$ cat src/hw/rtl/mdp_fifo.sv
`default_nettype none
// ----------------------------------------------------------------------------
// mdp_fifo
// Small flop-based queue carrying product beats from front to back.
// ----------------------------------------------------------------------------
module mdp_fifo #(
	parameter int WIDTH = 101,
	parameter int DEPTH = 4
) (
	input  wire logic                       clk,
	input  wire logic                       arst_n,
	input  wire logic                       push,
	input  wire logic [WIDTH-1:0]           push_data,
	input  wire logic                       pop,
	output logic      [WIDTH-1:0]           pop_data,
	output logic      [$clog2(DEPTH+1)-1:0] count,
	output logic                            empty
);

	localparam int IDX_BITS = (DEPTH > 1) ? $clog2(DEPTH) : 1;
	localparam int CNT_BITS = $clog2(DEPTH + 1);

	logic [WIDTH-1:0]    mem_q [DEPTH];
	logic [IDX_BITS-1:0] wr_ptr_q;
	logic [IDX_BITS-1:0] rd_ptr_q;
	logic [CNT_BITS-1:0] count_q;

	always_ff @(posedge clk) begin
		if (push) begin
			mem_q[wr_ptr_q] <= push_data;
		end
	end

	always_ff @(posedge clk or negedge arst_n) begin
		if (!arst_n) begin
			wr_ptr_q <= '0;
			rd_ptr_q <= '0;
			count_q  <= '0;
		end else begin
			if (push) begin
				wr_ptr_q <= (wr_ptr_q == IDX_BITS'(DEPTH - 1)) ? '0 : wr_ptr_q + 1'b1;
			end
			if (pop) begin
				rd_ptr_q <= (rd_ptr_q == IDX_BITS'(DEPTH - 1)) ? '0 : rd_ptr_q + 1'b1;
			end
			case ({push, pop})
				2'b10:   count_q <= count_q + 1'b1;
				2'b01:   count_q <= count_q - 1'b1;
				default: count_q <= count_q;
			endcase
		end
	end

	assign pop_data = mem_q[rd_ptr_q];
	assign count    = count_q;
	assign empty    = (count_q == '0);

endmodule
`default_nettype wire

$ cat config.mk
export PLATFORM = sky130hd
export DESIGN_NAME = mdp_fifo
export DESIGN_NICKNAME = d
export VERILOG_FILES = /design/src/hw/rtl/mdp_fifo.sv
export SDC_FILE = /design/constraint.sdc
export NUM_CORES = 1
export LEC_CHECK = 0
export ABC_AREA = 1
export BUFFER_PORTS_ARGS = -buffer_cell sky130_fd_sc_hd__clkbuf_2
export CORE_AREA = 2 2 177 179
export CTS_CLUSTER_DIAMETER = 200
export CTS_CLUSTER_SIZE = 24
export DETAILED_ROUTE_END_ITERATION = 10
export DIE_AREA = 0 0 179 181
export PLACE_DENSITY = 0.9
export SETUP_SLACK_MARGIN = 0.3
export SYNTH_ARGS = -nofsm -noshare
export SYNTH_HDL_FRONTEND = slang
export SYNTH_SLANG_ARGS = --single-unit
$ cat constraint.sdc
create_clock -name clk -period 3.7 [get_ports clk]
set_clock_uncertainty 0.15 [all_clocks]
set_input_delay 1.11 -clock clk [delete_from_list [all_inputs] [get_ports clk]]
set_output_delay 1.11 -clock clk [all_outputs]
set_load 0.01 [all_outputs]
After elaboration in Yosys (flattened, before gate mapping)
Memories as Yosys holds them, arrays and structs flattened.
Cells that the tools add are included.
{ "word_totals": {"ff_bits": 7, "ram_bits": 404, "out_inout_bits": 105, "wordCells": 19, "mem_count": 1} }
{ "op_classes": {"addsub": 4, "eq_ne": 4, "muxes": 5, "n_reduce_logical": 2} }
{ "mem_list": {"columns": ["name", "depth", "width", "read_ports", "rd_clocked_by_memory_dff", "write_ports", "line_no", "source"], "rows": [
  ["mem_q", 4, 101, 1, 0, 1, "23", "logic [WIDTH-1:0] mem_q [DEPTH];"]
]} }
{ "op_table": {"columns": ["op", "n"], "rows": [
  ["$eq 2x2->1 const B", 3],
  ["$pmux 3 s2", 1],
  ["$add 2x1->2 const B", 2],
  ["$mux 2", 2],
  ["$add 3x1->3 const B", 1],
  ["$logic_not 3->1", 1],
  ["$sub 3x1->3 const B", 1],
  ["$eq 2x1->1 const B", 1],
  ["$mux 1", 2],
  ["$reduce_bool 2->1", 1]
]} }

Depth between registers and ports, before layout
Gate-level depths: netlist (run 1).
{ "depth": {"ltp_word": 2, "mapped_depth": 10, "depth_no_buf": 9} }

Worst setup path after synthesis (run 1)
OpenSTA, ideal clock, no wires.
{ "synth_timing": {"path_kind": "input to register", "startpoint": "input push", "endpoint": "memory mem_q[3][0], enable pin", "setup_ns": 0.455, "arrival_time_ns": 3.378, "required_time_ns": 3.095, "slack_ns": -0.283, "cell_stages": 3, "n_path_buf": 1, "path_cell_list": "clkbuf_1 -> nand2_1 -> inv_1"} }
{ "synth_via": {"elab_chain_len": 2} }
{ "synth_lines": {"columns": ["item", "line_no", "source"], "rows": [
  ["start: declaration", "12", "input wire logic push,"],
  ["$mux 1", "29", "if (push) begin"],
  ["$mux 1 (implied by the code)", "30", "mem_q[wr_ptr_q] <= push_data;"],
  ["end: declaration", "23", null]
]} }
No other way between the ends.

Final worst setup path (run 1)
{ "layout_timing": {"startpoint": "register rd_ptr_q[1]", "endpoint": "output pop_data[4]"} }
{ "layout_via": {"elab_chain_len": 1} }
{ "layout_lines": {"columns": ["item", "line_no", "source"], "rows": [
  ["start: declaration", "25", "logic [IDX_BITS-1:0] rd_ptr_q;"],
  ["start signal: assignment", "44", "rd_ptr_q <= (rd_ptr_q == IDX_BITS'(DEPTH - 1)) ? '0 : rd_ptr_q + 1'b1;"],
  ["$mem_v2 4x101", null, null],
  ["end: declaration", "15", "output logic [WIDTH-1:0] pop_data,"]
]} }
No other way between the ends.

==> results of run 1 <==
## state kept, by name, indices dropped and copies added (netlist names)
register and count:
count 3, mem_q 404, rd_ptr_q 2, wr_ptr_q 2
## report_power, final
group	switching, mW	internal, mW
registers	0.281	5.96
logic	3.44	1.86
clock network	1.36	1.10
## worst reg2reg max path, delay by kind of cell, from the launching register on
| family | cells | cell delay (ns) |
|---|---|---|
| buffers and inverters | 2 | 0.87 |
| DFF | 1 | 0.42 |
| adders and majority gates | 1 | 0.23 |
| and+or+nand+nor | 1 | 0.11 |
## worst max path at each step
stage,to,start,cells after the start
4_1_cts,pop_data[83],rd_ptr_q[0]$_DFFE_PN0P_,6
2_1_floorplan,mem_q[3][0]$_DFFE_PP_,push,3
5_1_grt,pop_data[64],rd_ptr_q[0]$_DFFE_PN0P_,6
3_3_place_gp,pop_data[83],rd_ptr_q[0]$_DFFE_PN0P_,6
6_report,pop_data[4],rd_ptr_q[1]$_DFFE_PN0P_,5
3_5_place_dp,pop_data[83],rd_ptr_q[0]$_DFFE_PN0P_,6
## layout make-up
type / count / area, µm² / area share [%]
diodes: 4 / 10.01 / 0.05143
clock buffers: 36 / 581.8 / 2.990
clock inverters: 1 / 30.03 / 0.1543
inverters: 217 / 848.3 / 4.359
multi-input cells: 536 / 3671 / 18.86
flip-flops and latches: 411 / 12310 / 63.28
well taps: 396 / 495.5 / 2.546
repair buffers: 234 / 1490 / 7.657
repair inverters: 2 / 20.02 / 0.1029
## layer usage
| layer | vias to the layer above | track usage, % | routed length (µm) |
|---|---|---|---|
| met1 | 4790 | 27.23 | 13740 |
| met3 | 50 | 4.188 | 2218 |
| met5 | - | 0 | 15 |
| met2 | 276 | 35.09 | 17070 |
| li1 | 4673 | - | - |
| met4 | 2 | 5.821 | 722 |
## layout by cell type, fill, tap and decap left out, drive strengths merged
master	n
clkinvlp	4
nand3	1
edfxtp	404
dfrtp	7
clkbuf	246
nor3	1
fa	1
ha	6
nor2	2
nand2	316
inv	215
xnor2	1
o21ai	5
diode	4
nand4	1
buf	24
clkinv	1
o211ai	202
## logic make-up after synthesis
group | Yosys count | synth area share [%]
XOR/XNOR | 1 | 0.05034
flip-flops | 411 | 70.72
buffers and inverters | 284 | 8.182
adder cells (fa/ha/maj) | 7 | 0.5464
AO/OA/AOI/OAI | 207 | 13.55
AND/OR/NAND/NOR | 321 | 6.953
## repair_timing
item,4_1_cts,5_1_grt
resized for setup,1,6
pin swaps,0,0
gates cloned,2,1
hold buffers,0,0
endpoints found under the setup margin,75,21
==> out/qor.csv, run 1 <==
stage,metric,value,unit
grt,grt_pass1_wl,51950,µm
worst_hold_path,hp-class,in2async,
cts,cts-buffers-inserted,21,
cts,worstSkewPairLatency,0.52,ns
routing,drt_iter0_drc,692,
timing,fin_crit_sh,89.85,%
synthesis,synth_area_leader_cell,edfxtp_1,
critical_path,critPathLaunchType,flop,
critical_path,rrSetupSlack,1.63,ns
timing,holdWs,0.2648,ns
cts,clock_path_buffers,3,
critical_path,arrival,2.06,ns
critical_path,end_kind,primary output,
place,placed_cell_area,18760,µm²
synthesis,synth_edf_count,404,
cells_and_area,drive_above_1_share,29.85,%
synthesis,yosys.cell_count.top_type,edfxtp_1,
die,ios,210,
synthesis,ys_warn_count,0,
die,start_util,57.34,%
routing,wl,33760,µm
routing,wl_per_cell,18.38,µm
cts,cts_htree_levels,1,
timing,tightest_slew,0.5468,ns
critical_path,path_cells,"inv_4, buf_16, o211ai_2, nand2_1, clkbuf_2",
routing,dr.pass1.iters,5,
timing,rsz0062_at_grt,true,
timing,hold_viol_final,0,
grt,grt_pass1_vias,9840,
critical_path,crit_family,flip-flops,
critical_path,slowest_stage,dfrtp_4,
synthesis,ys.flop_type,edfxtp_1,
synthesis,syn_area,17400,µm²
cells_and_area,nets,1535,
timing,fin_crit,3.324,ns
place,dp.cells,1793,
flow_run,drv_cap,0,
critical_path,crit-reg2reg-capture,mem_q[3][46]$_DFFE_PP_,
pwr,power,14.00,mW
timing,setup_ws,0.3757,ns
place,pre_cts_slack,0.6932,ns
pwr,power.density,719.5,nW/µm²
cts,cts_root_buf,clkbuf_16,
synthesis,synth-seq-cells,411,
place,numPortBuffers,209,
cells_and_area,instances_no_fill,1837,
critical_path,r2r_cells,4,
grt,track_usage,20.72,%
critical_path,crit_type,reg2out,
grt,grt_max_degree,61,
cts,cts_setup_buffers,0,
synthesis,synthTopCellsByCount,"edfxtp_1 (404), nand2_1 (316), inv_1 (215)",
routing,via_per_inst,5.330,
die,core_area,30350,µm²
synthesis,async_reset_ff_share,1.703,%
die,dieArea,32400,µm²
pwr,ir_worst_vdd,0.0004208,V
die,rows,64,
synthesis,syn_area_per_cell,14.14,µm²
synthesis,synth_area_leaders,"edfxtp_1 (70%), o211ai_2 (12%), nand2_1 (6.8%)",
timing,report.final.slew_viol_count,0,
routing,via_count,9791,
synthesis,synth-seq-area-share,70.72,%
routing,ant_nets,0,
synthesis,ys_types,22,
cells_and_area,nFillCells,2093,
routing,detail_route.drc_violations,0,
place,gp_congestion,0.7400,
die,die_w,179,µm
grt,grt_overflow,0,
die,die_h,181,µm
synthesis,netlist.area_leader.share,69.72,%
critical_path,path_max_fanout,51,
grt,grt_antenna_before_repair,3,
cells_and_area,utilization,64.12,%
critical_path,slowest_delay,0.63,ns
timing,setup_violations,0,
timing,relSlewSlack,63.47,%
pwr,p_leak,7.971,nW
synthesis,syn_nets,1343,
timing,max_freq,300.8,MHz
synthesis,postSynthCellCount,1231,
critical_path,r2r-start,wr_ptr_q[0]$_DFFE_PN0P_,
cells_and_area,syn2layout_area_growth,11.84,%
cts,cts_num_sinks,411,
place,hpwl,19830,µm
status,outcome,"complete, no violations",
cells_and_area,final_area,19460,µm²
timing,final.setup.tns,0,ns
critical_path,cp_data_required_time,2.44,ns
cts,cts_tree,done,
cts,cts.clk_slew.worst_paths,0.09,ns
critical_path,crit_buf_inv,3,
Note: power is estimated with default switching activity, not from simulation.
==> run 2: changes to the inputs <==
--- a/config.mk
+++ b/config.mk
@@ -9,9 +9,9 @@
 export BUFFER_PORTS_ARGS = -buffer_cell sky130_fd_sc_hd__clkbuf_2
 export CORE_AREA = 2 2 177 179
 export CTS_CLUSTER_DIAMETER = 200
-export CTS_CLUSTER_SIZE = 24
 export DETAILED_ROUTE_END_ITERATION = 10
 export DIE_AREA = 0 0 179 181
+export GPL_TIMING_DRIVEN = 0
 export PLACE_DENSITY = 0.9
 export SETUP_SLACK_MARGIN = 0.3
 export SYNTH_ARGS = -nofsm -noshare
==> run 2 against run 1 <==
- total power grew 17%
- routed wire length grew 14%
- global-route usage grew 3.4 points
- first-iteration DRC count grew 28%
- cell count grew 4.8%
- die area is the same
- design area grew 6.0%
- register-to-register slack lost 0.35 ns
- combinational power grew 10%
- clock-buffer cell count grew 13
- core utilization grew 3.8 points
- critical path depth is the same
- largest cell class unchanged
- largest power group unchanged
- highest routed layer unchanged
==> out/qor.csv, run 2 (same netlist as run 1, synthesis figures left out) <==
stage,metric,value,unit,change
status,outcome,"complete, no violations",,
cts,cts_root_buf,clkbuf_16,,
cts,clock_path_buffers,3,,unchanged
routing,dr.pass1.iters,7,,+2
timing,max_freq,305.6,MHz,+1.6%
routing,via_per_inst,5.372,,+0.80%
routing,detail_route.drc_violations,0,,unchanged
grt,grt_pass1_wl,59310,µm,+14%
critical_path,end_kind,primary output,,
cells_and_area,instances_no_fill,1925,,+4.8%
die,core_area,30350,µm²,unchanged
timing,rsz0062_at_grt,false,,
timing,setup_violations,0,,unchanged
critical_path,cp_data_required_time,2.44,ns,about the same
cells_and_area,nFillCells,1984,,-5.2%
cells_and_area,top_register,mem_q,,
cells_and_area,utilization,67.94,%,+3.8 points
pwr,power.density,793.9,nW/µm²,+10%
grt,grt_max_degree,37,,-39%
grt,grt_antenna_before_repair,4,,+1
routing,ant_nets,0,,unchanged
critical_path,path_max_fanout,10,,-80%
die,die_h,181,µm,unchanged
routing,wl,38460,µm,+14%
routing,drt_iter0_drc,886,,+28%
cts,cts-buffers-inserted,42,,+100%
cts,cts_num_sinks,411,,unchanged
pwr,power,16.37,mW,+17%
cells_and_area,nets,1606,,+4.6%
pwr,ir_worst_vdd,0.0005165,V,+23%
cts,cts_setup_buffers,0,,unchanged
critical_path,rrSetupSlack,1.28,ns,-0.35 ns
die,dieArea,32400,µm²,unchanged
timing,fin_crit,3.273,ns,-0.05153 ns
grt,track_usage,24.08,%,+3.4 points
timing,holdWs,0.2703,ns,+0.005492 ns
timing,final.setup.tns,0,ns,unchanged
timing,relSlewSlack,39.96,%,-24 points
cells_and_area,drive_above_1_share,34.18,%,+4.3 points
cells_and_area,largest_reg_flops,404,,unchanged
critical_path,arrival,2.01,ns,-0.05 ns
die,start_util,57.34,%,unchanged
place,hpwl,24680,µm,+24%
die,die_w,179,µm,unchanged
cts,cts_htree_levels,2,,+1
critical_path,critPathLaunchType,flop,,
cells_and_area,final_common_cell,edfxtp_1,,
timing,tightest_slew,0.8988,ns,+0.3519 ns
cts,cts.clk_slew.worst_paths,0.06,ns,-0.03 ns
timing,fin_crit_sh,88.45,%,-1.4 points
critical_path,crit_type,reg2out,,
place,gp_congestion,0.7468,,+0.92%
timing,report.final.slew_viol_count,0,,unchanged
flow_run,drv_cap,0,,unchanged
timing,hold_viol_final,0,,unchanged
grt,grt_pass1_vias,10964,,+11%
cells_and_area,final_cell_mix,"edfxtp_1 (404), nand2_1 (316), clkbuf_2 (214)",,
critical_path,r2r_cells,5,,+1
die,ios,210,,unchanged
routing,wl_per_cell,19.98,µm,+8.7%
place,dp.cells,1846,,+3.0%
cells_and_area,syn2layout_area_growth,18.49,%,
cts,cts_tree,done,,
pwr,p_leak,8.617,nW,+8.1%
place,numPortBuffers,208,,-0.48%
cts,worstSkewPairLatency,0.53,ns,about the same
die,rows,64,,unchanged
worst_hold_path,hp-class,in2async,,
routing,via_count,10342,,+5.6%
grt,grt_overflow,0,,unchanged
-- run 2: cell types whose count changed in the layout (fill, tap and decap cells not counted), sizes merged --
cell and change:
clkinv +19, inv -1, buf +45, bufinv +6
diode -2, clkinvlp +1, clkbuf +20
-- run 2: layout make-up --
class | instances | area (µm²) | share of cell area, %
flip-flops and latches | 411 | 12310 | 59.68
multi-input cells | 536 | 3671 | 17.80
repair buffers | 219 | 1261 | 6.116
clock buffers | 49 | 1141 | 5.534
inverters | 217 | 832.0 | 4.035
plain buffers | 67 | 614.3 | 2.979
well taps | 396 | 495.5 | 2.403
clock inverters | 28 | 292.8 | 1.420
diodes | 2 | 5.005 | 0.02427
-- run 2: path summary, 6_finish.rpt --
path | start | to
worst max-delay path | rd_ptr_q[1]$_DFFE_PN0P_ | pop_data[10]
worst min-delay path | arst_n | wr_ptr_q[0]$_DFFE_PN0P_
worst max register to register | wr_ptr_q[1]$_DFFE_PN0P_ | mem_q[1][44]$_DFFE_PP_
worst min register to register | count[2]$_DFFE_PN0P_ | count[2]$_DFFE_PN0P_
max in group asynchronous | arst_n | count[1]$_DFFE_PN0P_
min in group clk | count[2]$_DFFE_PN0P_ | count[2]$_DFFE_PN0P_
-- run 2: what timing repair did --
action | 4_1_cts | 5_1_grt
hold buffers | 0 | 0
resized for setup | 0 | 10
endpoints found under the setup margin | 0 | 17
-- run 2: stage by stage --
| step | area (µm²) | setup slack, ns |
|---|---|---|
| floorplan | 17420 | 0.3247 |
| global placement | 18950 | -0.9289 |
| detailed placement | 19170 | 0.5944 |
| CTS | 20610 | 0.3459 |
| global route | 20620 | 0.3235 |
| finish | 20620 | 0.4272 |
-- run 2: where the power goes --
part | switching, mW | internal [mW] | total [mW]
logic | 3.74 | 2.09 | 5.83
clock network | 1.71 | 2.63 | 4.34
registers | 0.230 | 5.96 | 6.19
total | 5.69 | 10.7 | 16.4
-- run 2: layer usage --
metal | GRT usage, % | routed length (µm) | part of all wire [%]
met4 | 7.772 | 1032 | 2.7
met3 | 5.093 | 2977 | 7.7
met5 | 0 | 26 | 0.068
met2 | 40.89 | 19460 | 51
met1 | 30.87 | 14960 | 39
-- run 2: worst max-delay path, cell delays in order, from the launching register on --
cell and delay (ns):
dfrtp_1 0.40, buf_2 0.38, buf_4 0.30, o211ai_2 0.12
nand2_1 0.13, clkbuf_2 0.15
